## config.mk

```make
export PLATFORM = sky130hd
export DESIGN_NAME = vehicle_kinematics_step_core
export DESIGN_NICKNAME = d
export VERILOG_FILES = /design/src/design/vks_pkg.sv /design/src/design/vks_mul.sv /design/src/design/vks_div.sv /design/src/design/vks_cordic.sv /design/src/design/vehicle_kinematics_step_core.sv
export SDC_FILE = /design/constraint.sdc
export NUM_CORES = 2
export LEC_CHECK = 0
export ABC_AREA = 1
export BUFFER_PORTS_ARGS = -buffer_cell sky130_fd_sc_hd__buf_2
export CAP_MARGIN = 0
export CELL_PAD_IN_SITES_DETAIL_PLACEMENT = 0
export CELL_PAD_IN_SITES_GLOBAL_PLACEMENT = 1
export CORE_UTILIZATION = 47
export CTS_CLUSTER_SIZE = 24
export DETAILED_ROUTE_END_ITERATION = 6
export GPL_TIMING_DRIVEN = 1
export PLACE_DENSITY_LB_ADDON = 0.1
export SLEW_MARGIN = 5
export SYNTH_ARGS = -nofsm -noshare
export SYNTH_HDL_FRONTEND = slang
export SYNTH_SLANG_ARGS = --single-unit
```

## constraint.sdc

```tcl
create_clock -name aclk -period 11 [get_ports aclk]
set_clock_uncertainty 0.2 [all_clocks]
set_input_delay 1.1 -clock aclk [delete_from_list [all_inputs] [get_ports aclk]]
set_output_delay 1.1 -clock aclk [all_outputs]
set_load 0.02 [all_outputs]
```

## src/design/vks_pkg.sv

```systemverilog
// ----------------------------------------------------------------------------
// vks_pkg
// Shared widths, constants and the arctangent table of the kinematics step.
// ----------------------------------------------------------------------------
`default_nettype none

package vks_pkg;

    localparam int MUL_A_W = 34;   // signed multiplicand
    localparam int MUL_B_W = 30;   // unsigned multiplier, one bit per cycle
    localparam int MUL_P_W = MUL_A_W + MUL_B_W + 1;
    localparam int DIV_N_W = 64;   // signed dividend, one quotient bit per cycle
    localparam int DIV_D_W = 27;   // unsigned constant divisor
    localparam int CORD_W  = 34;
    localparam int ATAN_LEN = 24;
    localparam int ATAN_IDX_W = 5;

    typedef logic signed [MUL_A_W-1:0] mul_a_t;
    typedef logic        [MUL_B_W-1:0] mul_b_t;
    typedef logic signed [MUL_P_W-1:0] mul_p_t;
    typedef logic signed [DIV_N_W-1:0] div_n_t;
    typedef logic        [DIV_D_W-1:0] div_d_t;
    typedef logic signed [CORD_W-1:0]  cord_t;

    localparam logic signed [15:0] RUD_LIM     = 16'sd25600;
    localparam div_d_t             TURN_DIV    = 27'd94371840;
    localparam div_d_t             VR_DIV      = 27'd512000;
    localparam div_d_t             DIVE_DIV    = 27'd10240;
    localparam div_d_t             RISE_DIV    = 27'd1024;
    localparam mul_b_t             GAIN_Q30    = 30'd652032874;

    localparam logic [7:0] CFG_DRIFT_X    = 8'd0;
    localparam logic [7:0] CFG_DRIFT_Y    = 8'd1;
    localparam logic [7:0] CFG_DRIFT_TURN = 8'd2;
    localparam logic [7:0] CFG_RISE_RATE  = 8'd3;

    // atan(2^-i) as a fraction of a full turn, 2^32 per turn
    localparam logic [31:0] ATAN_TBL [ATAN_LEN] = '{
        32'h20000000, 32'h12E4051E, 32'h09FB385B, 32'h051111D4, 32'h028B0D43,
        32'h0145D7E1, 32'h00A2F61E, 32'h00517C55, 32'h0028BE53, 32'h00145F2F,
        32'h000A2F98, 32'h000517CC, 32'h00028BE6, 32'h000145F3, 32'h0000A2F9,
        32'h0000517C, 32'h000028BE, 32'h0000145F, 32'h00000A2F, 32'h00000517,
        32'h0000028B, 32'h00000145, 32'h000000A2, 32'h00000051
    };

endpackage

`default_nettype wire

```

## src/design/vks_mul.sv

```systemverilog
// ----------------------------------------------------------------------------
// vks_mul
// Bit-serial shift-add multiplier: signed a times unsigned b, one bit of b
// per cycle.
// ----------------------------------------------------------------------------
`default_nettype none

module vks_mul (
    input  wire               aclk,
    input  wire               aresetn,
    input  wire               start,
    input  vks_pkg::mul_a_t   a,
    input  vks_pkg::mul_b_t   b,
    output logic              done,
    output vks_pkg::mul_p_t   p
);

    localparam int AW = vks_pkg::MUL_A_W;
    localparam int BW = vks_pkg::MUL_B_W;

    logic [AW-1:0]    mag_reg;
    logic [AW+BW-1:0] acc_reg;
    logic [AW+BW-1:0] acc_next;
    logic [AW:0]      sum;
    logic             neg_reg;
    logic [4:0]       cnt_reg;
    logic             busy_reg;
    logic             done_reg;

    assign sum      = {1'b0, acc_reg[AW+BW-1:BW]} + (acc_reg[0] ? {1'b0, mag_reg} : '0);
    assign acc_next = {sum, acc_reg[BW-1:1]};

    always_ff @(posedge aclk) begin
        if (!aresetn) begin
            busy_reg <= 1'b0;
            done_reg <= 1'b0;
            cnt_reg  <= '0;
        end else begin
            done_reg <= 1'b0;
            if (start) begin
                mag_reg  <= a[AW-1] ? AW'(-a) : AW'(a);
                neg_reg  <= a[AW-1];
                acc_reg  <= {{AW{1'b0}}, b};
                cnt_reg  <= '0;
                busy_reg <= 1'b1;
            end else if (busy_reg) begin
                acc_reg <= acc_next;
                cnt_reg <= cnt_reg + 5'd1;
                if (cnt_reg == 5'(BW - 1)) begin
                    busy_reg <= 1'b0;
                    done_reg <= 1'b1;
                end
            end
        end
    end

    assign done = done_reg;
    assign p    = neg_reg ? -$signed({1'b0, acc_reg}) : $signed({1'b0, acc_reg});

endmodule

`default_nettype wire

```

## src/design/vks_div.sv

```systemverilog
// ----------------------------------------------------------------------------
// vks_div
// Restoring divider, one quotient bit per cycle, floor division of a signed
// dividend by a positive divisor.
// ----------------------------------------------------------------------------
`default_nettype none

module vks_div (
    input  wire               aclk,
    input  wire               aresetn,
    input  wire               start,
    input  vks_pkg::div_n_t   n,
    input  vks_pkg::div_d_t   d,
    output logic              done,
    output vks_pkg::div_n_t   q
);

    localparam int NW = vks_pkg::DIV_N_W;
    localparam int DW = vks_pkg::DIV_D_W;

    logic [NW-1:0] quo_reg;
    logic [DW-1:0] rem_reg;
    logic [DW-1:0] d_reg;
    logic [DW:0]   trial;
    logic          ge;
    logic          neg_reg;
    logic [5:0]    cnt_reg;
    logic          busy_reg;
    logic          done_reg;

    assign trial = {rem_reg, quo_reg[NW-1]};
    assign ge    = trial >= {1'b0, d_reg};

    always_ff @(posedge aclk) begin
        if (!aresetn) begin
            busy_reg <= 1'b0;
            done_reg <= 1'b0;
            cnt_reg  <= '0;
        end else begin
            done_reg <= 1'b0;
            if (start) begin
                quo_reg  <= n[NW-1] ? NW'(-n) : NW'(n);
                neg_reg  <= n[NW-1];
                rem_reg  <= '0;
                d_reg    <= d;
                cnt_reg  <= '0;
                busy_reg <= 1'b1;
            end else if (busy_reg) begin
                rem_reg <= ge ? DW'(trial - {1'b0, d_reg}) : trial[DW-1:0];
                quo_reg <= {quo_reg[NW-2:0], ge};
                cnt_reg <= cnt_reg + 6'd1;
                if (cnt_reg == 6'(NW - 1)) begin
                    busy_reg <= 1'b0;
                    done_reg <= 1'b1;
                end
            end
        end
    end

    // negative dividend: floor is minus the ceiling of the magnitude quotient
    assign done = done_reg;
    assign q    = neg_reg ? -$signed(quo_reg + NW'(rem_reg != '0)) : $signed(quo_reg);

endmodule

`default_nettype wire

```

## src/design/vks_cordic.sv

```systemverilog
// ----------------------------------------------------------------------------
// vks_cordic
// Iterative rotation CORDIC: rotates (vr * 2^14, 0) by a binary angle, one
// micro-rotation per cycle.
// ----------------------------------------------------------------------------
`default_nettype none

module vks_cordic #(
    parameter int ANGLE_BITS   = 16,
    parameter int CORDIC_STEPS = 16
) (
    input  wire                    aclk,
    input  wire                    aresetn,
    input  wire                    start,
    input  wire signed [16:0]      vr,
    input  wire [ANGLE_BITS-1:0]   phi,
    output logic                   done,
    output vks_pkg::cord_t         x,
    output vks_pkg::cord_t         y
);

    localparam int CW = vks_pkg::CORD_W;
    localparam logic signed [CW-1:0] QTR  = CW'(64'sd1073741824);
    localparam logic signed [CW-1:0] HALF = CW'(64'sd2147483648);

    logic signed [CW-1:0] x_reg, y_reg, z_reg;
    logic signed [CW-1:0] x0, z0, xs, ys, at;
    logic [31:0]          zs;
    logic [vks_pkg::ATAN_IDX_W-1:0] cnt_reg;
    logic                 busy_reg;
    logic                 done_reg;

    assign zs = {phi, {(32 - ANGLE_BITS){1'b0}}};
    assign z0 = CW'($signed(zs));
    assign x0 = CW'($signed({vr, 14'b0}));
    assign xs = x_reg >>> cnt_reg;
    assign ys = y_reg >>> cnt_reg;
    assign at = CW'(vks_pkg::ATAN_TBL[cnt_reg]);

    always_ff @(posedge aclk) begin
        if (!aresetn) begin
            busy_reg <= 1'b0;
            done_reg <= 1'b0;
            cnt_reg  <= '0;
        end else begin
            done_reg <= 1'b0;
            if (start) begin
                y_reg    <= '0;
                cnt_reg  <= '0;
                busy_reg <= 1'b1;
                // fold angles beyond a quarter turn into the right half plane
                if (z0 > QTR) begin
                    x_reg <= -x0;
                    z_reg <= z0 - HALF;
                end else if (z0 < -QTR) begin
                    x_reg <= -x0;
                    z_reg <= z0 + HALF;
                end else begin
                    x_reg <= x0;
                    z_reg <= z0;
                end
            end else if (busy_reg) begin
                if (!z_reg[CW-1]) begin
                    x_reg <= x_reg - ys;
                    y_reg <= y_reg + xs;
                    z_reg <= z_reg - at;
                end else begin
                    x_reg <= x_reg + ys;
                    y_reg <= y_reg - xs;
                    z_reg <= z_reg + at;
                end
                cnt_reg <= cnt_reg + 1'b1;
                if (cnt_reg == vks_pkg::ATAN_IDX_W'(CORDIC_STEPS - 1)) begin
                    busy_reg <= 1'b0;
                    done_reg <= 1'b1;
                end
            end
        end
    end

    assign done = done_reg;
    assign x    = x_reg;
    assign y    = y_reg;

endmodule

`default_nettype wire

```

## src/design/vehicle_kinematics_step_core.sv

```systemverilog
// Each item runs seven serial multiplies, three serial divides, a CORDIC rotation
// and one post on the shared serial units.
// One item at a time: a new one is taken only once the last is posted; a finished
// result waits in the output register and holds the sequencer until taken.
// Reset (aresetn low, synchronous): positions, heading, depth, time and the
// four configuration registers clear to zero; no result is pending.
// ----------------------------------------------------------------------------
// vehicle_kinematics_step_core
// One simulation step per item: turn, reduced speed, rotated velocity and
// integration of position, heading, depth and elapsed time.
// ----------------------------------------------------------------------------
`default_nettype none

module vehicle_kinematics_step_core #(
    parameter int ANGLE_BITS   = 16,
    parameter int POS_BITS     = 32,
    parameter int CORDIC_STEPS = 16
) (
    input  wire          aclk,
    input  wire          aresetn,
    input  wire          s_tvalid,
    output logic         s_tready,
    // speed_cmd[15:0], rudder_cmd[31:16], step_time[47:32], elevator_cmd[63:48]
    input  wire [63:0]   s_tdata,
    output logic         m_tvalid,
    input  wire          m_tready,
    // pos_x[31:0], pos_y[63:32], heading_out[79:64], speed_out[95:80],
    // depth_out[126:96], elapsed[158:127], zero pad[159]
    output logic [159:0] m_tdata,
    input  wire          cfg_valid,
    output logic         cfg_ready,
    input  wire [7:0]    cfg_index,
    input  wire [15:0]   cfg_data
);

    typedef enum logic [3:0] {
        ST_IDLE, ST_T_MUL, ST_T_DIV, ST_V_MUL, ST_V_DIV, ST_ROT, ST_GX_MUL,
        ST_GY_MUL, ST_PX_MUL, ST_PY_MUL, ST_D_MUL, ST_D_DIV, ST_FIN
    } state_t;

    localparam int CW = vks_pkg::CORD_W;

    state_t state_reg;
    logic   go_reg;

    logic signed [15:0] drift_x_reg, drift_y_reg, drift_turn_reg, rise_reg;
    logic [POS_BITS-1:0]   east_reg, north_reg;
    logic [ANGLE_BITS-1:0] heading_reg, turn_reg;
    logic [30:0]           depth_reg;
    logic [31:0]           time_reg;

    logic signed [15:0] v_reg, rc_reg, e_reg;
    logic [15:0]        dt_reg;
    logic signed [16:0] vr_reg;
    logic signed [CW-1:0] vn_reg, ve_reg;
    logic               m_tvalid_reg;
    logic [159:0]       m_tdata_reg;

    // input decode
    logic signed [15:0] v_in, r_in, e_in, r_clamp;
    assign v_in = $signed(s_tdata[15:0]);
    assign r_in = $signed(s_tdata[31:16]);
    assign e_in = $signed(s_tdata[63:48]);
    assign r_clamp = (r_in > vks_pkg::RUD_LIM) ? vks_pkg::RUD_LIM :
                     (r_in < -vks_pkg::RUD_LIM) ? -vks_pkg::RUD_LIM : r_in;

    // shared units
    logic mul_start, div_start, cor_start;
    logic mul_done, div_done, cor_done;
    vks_pkg::mul_a_t mul_a;
    vks_pkg::mul_b_t mul_b;
    vks_pkg::mul_p_t mul_p;
    vks_pkg::div_n_t div_n;
    vks_pkg::div_d_t div_d;
    vks_pkg::div_n_t div_q;
    vks_pkg::cord_t  cor_x, cor_y;

    logic               is_mul, is_div;
    logic               v_pos;
    logic [15:0]        abs_r;
    logic signed [21:0] turn_rate;
    vks_pkg::div_n_t    p64;

    assign v_pos     = (v_reg > 16'sd0);
    assign abs_r     = rc_reg[15] ? 16'(-rc_reg) : 16'(rc_reg);
    assign turn_rate = (22'(rc_reg) <<< 5) + (22'(rc_reg) <<< 3) + 22'(drift_turn_reg);
    assign p64       = vks_pkg::DIV_N_W'(mul_p);

    assign is_mul = (state_reg == ST_T_MUL) || (state_reg == ST_V_MUL) ||
                    (state_reg == ST_GX_MUL) || (state_reg == ST_GY_MUL) ||
                    (state_reg == ST_PX_MUL) || (state_reg == ST_PY_MUL) ||
                    (state_reg == ST_D_MUL);
    assign is_div = (state_reg == ST_T_DIV) || (state_reg == ST_V_DIV) ||
                    (state_reg == ST_D_DIV);

    assign mul_start = is_mul && !go_reg;
    assign div_start = is_div && !go_reg;
    assign cor_start = (state_reg == ST_ROT) && !go_reg;

    always_comb begin
        mul_a = '0;
        mul_b = vks_pkg::MUL_B_W'(dt_reg);
        case (state_reg)
            ST_T_MUL:  mul_a = vks_pkg::MUL_A_W'(turn_rate);
            ST_V_MUL: begin
                mul_a = vks_pkg::MUL_A_W'(v_reg);
                mul_b = vks_pkg::MUL_B_W'(abs_r);
            end
            ST_GX_MUL: begin
                mul_a = cor_x;
                mul_b = vks_pkg::GAIN_Q30;
            end
            ST_GY_MUL: begin
                mul_a = cor_y;
                mul_b = vks_pkg::GAIN_Q30;
            end
            ST_PX_MUL: mul_a = ve_reg + (CW'(drift_x_reg) <<< 14);
            ST_PY_MUL: mul_a = vn_reg + (CW'(drift_y_reg) <<< 14);
            ST_D_MUL:  mul_a = v_pos ? vks_pkg::MUL_A_W'(e_reg)
                                     : -vks_pkg::MUL_A_W'(rise_reg);
            default:   mul_a = '0;
        endcase
    end

    always_comb begin
        div_n = '0;
        div_d = vks_pkg::TURN_DIV;
        case (state_reg)
            ST_T_DIV: begin
                div_n = (p64 <<< ANGLE_BITS) + 64'sd47185920;
                div_d = vks_pkg::TURN_DIV;
            end
            ST_V_DIV: begin
                div_n = (p64 <<< 4) + p64 + 64'sd256000;
                div_d = vks_pkg::VR_DIV;
            end
            ST_D_DIV: begin
                div_n = p64 + (v_pos ? 64'sd5120 : 64'sd512);
                div_d = v_pos ? vks_pkg::DIVE_DIV : vks_pkg::RISE_DIV;
            end
            default: div_n = '0;
        endcase
    end

    vks_mul u_mul (
        .aclk(aclk), .aresetn(aresetn), .start(mul_start),
        .a(mul_a), .b(mul_b), .done(mul_done), .p(mul_p)
    );

    vks_div u_div (
        .aclk(aclk), .aresetn(aresetn), .start(div_start),
        .n(div_n), .d(div_d), .done(div_done), .q(div_q)
    );

    vks_cordic #(.ANGLE_BITS(ANGLE_BITS), .CORDIC_STEPS(CORDIC_STEPS)) u_cordic (
        .aclk(aclk), .aresetn(aresetn), .start(cor_start),
        .vr(vr_reg), .phi(heading_reg - turn_reg),
        .done(cor_done), .x(cor_x), .y(cor_y)
    );

    // result assembly
    logic [ANGLE_BITS-1:0] heading_new;
    logic [31:0]           hd32;
    logic [31:0]           time_new;
    logic [15:0]           speed_abs;
    logic signed [32:0]    depth_sum;
    logic signed [CW-1:0]  gain_out;
    logic signed [POS_BITS-1:0] pos_step;

    assign heading_new = heading_reg + turn_reg;
    assign hd32        = 32'(heading_new) << (32 - ANGLE_BITS);
    assign time_new    = time_reg + 32'(dt_reg);
    assign speed_abs   = vr_reg[16] ? 16'(-vr_reg) : 16'(vr_reg);
    assign depth_sum   = $signed({2'b00, depth_reg}) + 33'(div_q);
    assign gain_out    = CW'((mul_p + 65'sd536870912) >>> 30);
    assign pos_step    = POS_BITS'((mul_p + 65'sd8388608) >>> 24);

    always_ff @(posedge aclk) begin
        if (!aresetn) begin
            state_reg      <= ST_IDLE;
            go_reg         <= 1'b0;
            m_tvalid_reg   <= 1'b0;
            drift_x_reg    <= '0;
            drift_y_reg    <= '0;
            drift_turn_reg <= '0;
            rise_reg       <= '0;
            east_reg       <= '0;
            north_reg      <= '0;
            heading_reg    <= '0;
            depth_reg      <= '0;
            time_reg       <= '0;
        end else begin
            if (cfg_valid) begin
                case (cfg_index)
                    vks_pkg::CFG_DRIFT_X:    drift_x_reg    <= $signed(cfg_data);
                    vks_pkg::CFG_DRIFT_Y:    drift_y_reg    <= $signed(cfg_data);
                    vks_pkg::CFG_DRIFT_TURN: drift_turn_reg <= $signed(cfg_data);
                    vks_pkg::CFG_RISE_RATE:  rise_reg       <= $signed(cfg_data);
                    default: ;
                endcase
            end

            // the final state posts its own result when the output frees up
            if (m_tvalid_reg && m_tready && (state_reg != ST_FIN)) begin
                m_tvalid_reg <= 1'b0;
            end

            if (mul_start || div_start || cor_start) begin
                go_reg <= 1'b1;
            end

            case (state_reg)
                ST_IDLE: begin
                    if (s_tvalid) begin
                        v_reg     <= v_in;
                        dt_reg    <= s_tdata[47:32];
                        rc_reg    <= (v_in == 16'sd0) ? 16'sd0 : r_clamp;
                        e_reg     <= (v_in == 16'sd0) ? 16'sd0 : e_in;
                        state_reg <= ST_T_MUL;
                    end
                end
                ST_T_MUL: if (mul_done) begin
                    go_reg    <= 1'b0;
                    state_reg <= ST_T_DIV;
                end
                ST_T_DIV: if (div_done) begin
                    go_reg    <= 1'b0;
                    turn_reg  <= div_q[ANGLE_BITS-1:0];
                    state_reg <= ST_V_MUL;
                end
                ST_V_MUL: if (mul_done) begin
                    go_reg    <= 1'b0;
                    state_reg <= ST_V_DIV;
                end
                ST_V_DIV: if (div_done) begin
                    go_reg    <= 1'b0;
                    vr_reg    <= 17'(v_reg) - 17'(div_q);
                    state_reg <= ST_ROT;
                end
                ST_ROT: if (cor_done) begin
                    go_reg    <= 1'b0;
                    state_reg <= ST_GX_MUL;
                end
                ST_GX_MUL: if (mul_done) begin
                    go_reg    <= 1'b0;
                    vn_reg    <= gain_out;
                    state_reg <= ST_GY_MUL;
                end
                ST_GY_MUL: if (mul_done) begin
                    go_reg    <= 1'b0;
                    ve_reg    <= gain_out;
                    state_reg <= ST_PX_MUL;
                end
                ST_PX_MUL: if (mul_done) begin
                    go_reg    <= 1'b0;
                    east_reg  <= east_reg + pos_step;
                    state_reg <= ST_PY_MUL;
                end
                ST_PY_MUL: if (mul_done) begin
                    go_reg    <= 1'b0;
                    north_reg <= north_reg + pos_step;
                    state_reg <= ST_D_MUL;
                end
                ST_D_MUL: if (mul_done) begin
                    go_reg    <= 1'b0;
                    state_reg <= ST_D_DIV;
                end
                ST_D_DIV: if (div_done) begin
                    go_reg <= 1'b0;
                    if (depth_sum < 33'sd0) begin
                        depth_reg <= '0;
                    end else if (depth_sum > 33'sd2147483647) begin
                        depth_reg <= 31'h7FFFFFFF;
                    end else begin
                        depth_reg <= depth_sum[30:0];
                    end
                    state_reg <= ST_FIN;
                end
                ST_FIN: begin
                    // hold until the output register is free
                    if (!m_tvalid_reg || m_tready) begin
                        heading_reg  <= heading_new;
                        time_reg     <= time_new;
                        m_tvalid_reg <= 1'b1;
                        m_tdata_reg  <= {1'b0, time_new, depth_reg, speed_abs,
                                         hd32[31:16], 32'(north_reg), 32'(east_reg)};
                        state_reg    <= ST_IDLE;
                    end
                end
                default: state_reg <= ST_IDLE;
            endcase
        end
    end

    assign s_tready  = (state_reg == ST_IDLE);
    assign m_tvalid  = m_tvalid_reg;
    assign m_tdata   = m_tdata_reg;
    assign cfg_ready = 1'b1;

endmodule

`default_nettype wire

```

**Yosys cells after proc, flatten, opt, wreduce, memory -nomap -nowiden**

Memory sizes are Yosys's and may differ from the RTL's.
Index checks and enable logic that the tools add are counted.

- Reductions and logical operators: 56
- Bitwise operators: 5
- $add $sub $neg: 39
- Shifts and indexed selects: 2
- Equality and inequality tests: 32
- Order comparisons: 9
- Muxes and demuxes: 72

Operators by type and width:

| cell | number |
|---|---|
| 34-bit 2-to-1 mux | 14 |
| 64-bit 2-to-1 mux | 5 |
| 34-bit one-hot mux with 7 select lines | 1 |
| 64-bit one-hot mux with 3 select lines | 1 |
| 64-bit negation | 2 |
| 34-bit by 30-bit adder with 34-bit output | 2 |
| 34-bit adder | 2 |
| 34-bit by 5-bit >>> shifter with 34-bit output | 2 |
| 34-bit subtractor | 2 |
| 33-bit 2-to-1 mux | 2 |
| 32-bit adder | 2 |
| 64-bit by 14-bit adder with 64-bit output | 1 |
| 64-bit by 19-bit adder with 64-bit output (second input constant) | 1 |
| 64-bit by 27-bit adder with 64-bit output (second input constant) | 1 |
| 64-bit by 31-bit adder with 64-bit output (second input constant) | 1 |
| 64-bit adder | 1 |
| 32-bit 2-to-1 mux | 2 |
| 31-bit 2-to-1 mux | 2 |
| 30-bit one-hot mux with 2 select lines | 1 |
| 56-bit by 25-bit adder with 56-bit output (second input constant) | 1 |
| 27-bit 2-to-1 mux | 2 |
| 27-bit one-hot mux with 2 select lines | 1 |
| 4-bit 2-to-1 mux | 13 |
| 4-bit one-hot mux with 13 select lines | 1 |
| other kinds (65) | 152 |

- Output and inout port bits: 163
- Word-level logic and storage cells: 260
- Memories: 1
- Flip-flop bits (word level): 879
- Input bits: 93
- ROM bits: 1024

Memories:

| memory | words | width | rd ports | clocked after memory_dff | wr ports | RTL line | RTL |
|---|---|---|---|---|---|---|---|
| (no name shown) | 32 | 32 | 1 | 0 | 0 | vks_cordic.sv:38 | `assign at = CW'(vks_pkg::ATAN_TBL[cnt_reg]);` |

**Depth between registers and ports, before layout**

- Depth after elaboration: 13
- Gate-level depth with buffers: 39
- Gate-level depth less buffers: 38

**Modules after synthesis**

Synthesis repeated with hierarchy kept, for this count alone.

- Cell total of the unflattened synthesis: 13066
- Area total of the unflattened synthesis: 85404.4 µm²

By module, submodules not included:

| module | times used | cells each | seq. area each (µm²) | area each (µm²) |
|---|---|---|---|---|
| vehicle_kinematics_step_core | 1 | 6229 | 13993.4 | 43877.1 |
| vks_cordic | 1 | 2666 | 3203.1 | 16306.9 |
| vks_div | 1 | 2663 | 3733.6 | 15454.8 |
| vks_mul | 1 | 1508 | 3113.0 | 9765.6 |

**Worst setup path before layout**

No wires, ideal clock.

- Path kind: input -> register
- From: input port aresetn
- To: register m_tdata_reg[0] (netlist: m_tdata[0]), enable pin
- Path buffers: 3
- Arrival time: 8.505 ns
- Stages on the path: 5
- Setup slack: 1.614 ns
- Setup time: 0.681 ns
- Required time: 10.119 ns
- Cells stage by stage: clkbuf_1 -> inv_1 -> clkbuf_1 -> clkbuf_1 -> nor2_1

- Cells in the longest elaborated chain, start to end: 1

RTL lines:

| element | RTL line | RTL |
|---|---|---|
| start: declaration | vehicle_kinematics_step_core.sv:20 | `input wire aresetn,` |
| 3-bit AND reduction (no line) | -- |  |
| end signal: assignment | vehicle_kinematics_step_core.sv:285 | `m_tdata_reg <= {1'b0, time_new, depth_reg, speed_abs,` |
| end: declaration | vehicle_kinematics_step_core.sv:57 | `logic [159:0] m_tdata_reg;` |

No other way between the ends.
A chain may end at the register's enable or synchronous reset.

**Worst setup path after layout**

- From: register u_div.rem_reg[13]
- To: register depth_reg[23]

- Cells in the longest elaborated chain, start to end: 8
- Elaborated cells on any way between the ends: 9
- Classes of those cells: add/sub: 3; order compare: 2; mux: 3; reduce/logical: 1

RTL lines:

| element | RTL line | RTL |
|---|---|---|
| start: declaration | vks_div.sv:22 | `logic [DW-1:0] rem_reg;` |
| start signal: assignment | vks_div.sv:49 | `rem_reg <= ge ? DW'(trial - {1'b0, d_reg}) : trial[DW-1:0];` |
| 27-bit nonzero test * | vks_div.sv:62 | `assign q = neg_reg ? -$signed(quo_reg + NW'(rem_reg != '0)) : $signed(quo_reg);` |
| 33-bit by 1-bit adder with 33-bit output * | vks_div.sv:62 |  |
| 33-bit negation * | vks_div.sv:62 |  |
| 33-bit 2-to-1 mux * | vks_div.sv:62 |  |
| 32-bit by 33-bit adder with 33-bit output * | vehicle_kinematics_step_core.sv:174 | `assign depth_sum = $signed({2'b00, depth_reg}) + 33'(div_q);` |
| 33-bit by 32-bit greater-than comparator with 1-bit output | vehicle_kinematics_step_core.sv:272 | `end else if (depth_sum > 33'sd2147483647) begin` |
| 31-bit 2-to-1 mux | vehicle_kinematics_step_core.sv:272 |  |
| 31-bit 2-to-1 mux * | vehicle_kinematics_step_core.sv:270 | `if (depth_sum < 33'sd0) begin` |
| end signal: assignment | vehicle_kinematics_step_core.sv:275 | `depth_reg <= depth_sum[30:0];` |
| end: declaration | vehicle_kinematics_step_core.sv:49 | `logic [30:0] depth_reg;` |

Every way passes the cells marked *; elsewhere a longest branch is shown, timed or not.

==> qor.txt <==
gr busiest metal - met2
number of global-route vias before repair - 67.02k
post-route worst setup slack - 2.418 ns
Fin Setup TNS - 0 ns
Residual DRC - 3
clock share of power - 17.3%
final setup violation count - 0
synthesized-area fraction occupied by adder cells - 10.09%
part of the power in registers - 22.6%
clk buf depth - 3
core area - 154000 µm²
largest area contributor in the netlist - edfxtp_1
slew at the pin with the worst max-slew slack - 1.371 ns
count leader, synth - nand2_1
compound-gate portion of the synthesized area - 17.64%
crit start category - register
post-synthesis sequential area ratio - 32.03%
Tot GR Track Use - 34.81%
Die Span X - 395.9 µm
WP data arrival - 9.01 ns
Max Clk Rate - 116.5 MHz
fin nets - 11.05k
Clock Pin Slew Worst Setup and Hold Paths - 0.06 ns
Hold Path Class - reg2reg
clock root cell - clkbuf_16
Worst Setup End Kind - register
GR Util met1 - 46.94%
ys async rst share - 0%
max cap viols - 0
Initial DRC Count - 6745
Congestion Overflow GR - 0
Syn Nets - 10.90k
Hold Path Stages - 0
vias - 71.39k
flop2flop setup slack - 2.42 ns
share of cells above drive strength 1 - 7.729%
average instance area after synthesis - 7.121 µm²
Synth warnings - 0
worst r2r src - u_div.rem_reg[13]
Synth top area share - 25.58%
First-pass DRT Iterations - 7
maximum VDD drop - 0.2670 mV
total CTS buffers - 101
Fillers - 15.42k
#FFs+latches synth - 856
die height - 395.9 µm
mapped cell area - 72910 µm²
synth cell count leaders - nand2_1, inv_1, nor2_1
Net Sw Power - 10780 µW
CP Max Fanout - 31
Avg WL per Cell - 22.35 µm
area of the die - 156700 µm²
Num Clock Sinks - 856
main combinational cell family by area after synthesis - simple AND/OR/NAND/NOR gates
Worst Reg-to-Reg Cells - 32
H-tree Lvls - 3
Setup Buffers After CTS - 0
Post-synth EDFFs - 621
IO Port Bufs - 253
max FFs per register - 159
Net Sw Frac - 51.90%
post-CTS resize count - 0
Final Critical Period - 8.582 ns
Slew headroom - 7.775%
antenna violations before repair - 8
Required @ worst endpoint - 11.42 ns
synth unique cells - 73
Slowest cell on crit path - nor4_1
Tcrit/Tclk final - 78.02%
critical setup path kind - reg2reg
Lkg Pwr - 0.03670 µW
RSZ-0062 raised after global routing - false
met3 usage - 5.614%
Routed Antenna Nets - 0
worst flop-to-flop path endpoint - depth_reg[23]
Setup WS pre-CTS - 2.693 ns
Main synth FF type - edfxtp_1
largest net degree at the start of global routing - 114
Via density - 5.696
Synth Area in XOR/XNOR - 5.502%
synth-to-layout area growth - 9.469%
Synth Area in Simple Gates - 26.14%
hold path endpoint - m_tdata[57]
hold_sp - north_reg[25]
Internal - 9991 µW
DP HPWL - 222.8 mm
CP peak stage delay - 1.07 ns
failing checks - design-rule violations
IO Pins - 256
Routed WL - 280.1 mm
Comb pwr share - 60.1%
met2 usage - 55.61%
CTS tree - done
status - finished, violations left
Slew Limit Fails - 0
mux cell area share after synthesis - 0.4839%
PD cells - 260.2 nW/µm²
row count - 144
routability cong. - 1.038
synth top area cells - edfxtp_1, nand2_1, ha_1, dfxtp_1, inv_1
Clk Latency, worst-skew pair - 0.77 ns
first-pass GRT wire length - 416.0 mm
Initial Utilization - 47.33%
Post-CTS Hold Buffers - 0
Cells after Synth - 10.24k
final hold violation count - 0
## per-layer routing
layer  vias to the layer above  share of wire [%]
li1                      34740                  -
met1                     33490                 44
met2                      2632                 45
met3                       510                7.3
met4                         8                4.2
met5                         -              0.021
## critical path: cells and delay by family (launching register included)
family / cells / cell delay, ns
compound gates: 17 / 3.78
buf+inv: 2 / 0.11
simple gates: 8 / 2.77
xor+xnor: 1 / 0.16
flops: 1 / 0.41
fa+ha+maj: 4 / 1.03
## kinds of logic after synthesis
| group | count (synthesis) |
|---|---|
| fa+ha+maj | 569 |
| compound gates | 2289 |
| flops | 856 |
| xor+xnor | 458 |
| simple gates | 4491 |
| buf+inv | 1539 |
| mux | 35 |
| other cells | 2 |
## placed cells by master, fill, tap and decap left out, types with 21 or more instances in the layout
master	netlist	layout
clkinv_1	14	22
o22ai_1	26	26
nor2_1	1143	1130
nor4_1	32	32
edfxtp_1	621	621
nor2_4	33	37
nand3_1	541	541
o221ai_1	25	25
o21ai_0	846	844
xor2_1	340	339
nand4_1	90	90
dfxtp_1	235	232
ha_1	537	537
a211oi_1	23	23
or2_2	59	59
buf_4	9	71
xnor2_1	118	118
clkinv_2	1	21
a21oi_1	829	828
inv_1	1218	1214
inv_2	30	33
nand3b_1	23	23
nor2_2	40	49
o211ai_1	72	72
o21bai_1	104	104
nand2_2	71	72
nor3_1	93	88
nand2_1	2311	2310
mux2i_1	33	33
clkbuf_16	0	103
o21ai_1	62	62
a31oi_1	69	69
buf_2	53	252
fa_1	32	32
o21a_1	71	71
a21o_1	28	28
a221oi_1	26	26
## power by group through the flow
stage          sequential [µW]  clock (µW)  combinational, µW
6_report                  4690        3600              12500
5_1_grt                   4720        3760              13700
4_1_cts                   4680        3660              12200
3_5_place_dp              4740           0              12100
3_3_place_gp              4730           0              12100
2_1_floorplan             4580           0               8470
## how the worst max path moves through the flow
| stage | startpoint | to | cells after the start |
|---|---|---|---|
| floorplan | aresetn | m_tdata[0] | 5 |
| global placement | u_div.rem_reg[13] | depth_reg[5] | 32 |
| detailed placement | u_div.rem_reg[13] | depth_reg[7] | 32 |
| CTS | u_div.rem_reg[13] | depth_reg[13] | 32 |
| global route | u_div.rem_reg[13] | depth_reg[23] | 32 |
| finish | u_div.rem_reg[13] | depth_reg[23] | 32 |
## metrics by stage
stage / hold WS [ns] / util (%) / cells / cell area [µm²] / power, µW
floorplan: 0.2178 / - / 10240 / 72910 / 13050
global placement: 0.2453 / 49.49 / 12330 / 76240 / 16800
detailed placement: 0.2494 / 49.49 / 12330 / 76240 / 16880
CTS: 0.2617 / 51.79 / 12520 / 79790 / 20580
global route: 0.2728 / 51.80 / 12520 / 79790 / 22190
finish: 0.2628 / 51.81 / 12530 / 79820 / 20770
## area by class of cell
| cell class | count | area (µm²) | area share, % |
|---|---|---|---|
| Clock buffer | 123 | 2714 | 3.400 |
| Timing Repair Buffer | 324 | 1805 | 2.262 |
| Tap cell | 2044 | 2557 | 3.204 |
| Clock inverter | 69 | 828.3 | 1.038 |
| Sequential cell | 856 | 23360 | 29.27 |
| Multi-Input combinational cell | 7844 | 43780 | 54.85 |
| Inverter | 1264 | 4750 | 5.951 |
| Antenna cell | 9 | 22.52 | 0.02822 |
(Power assumes the default switching activity.)
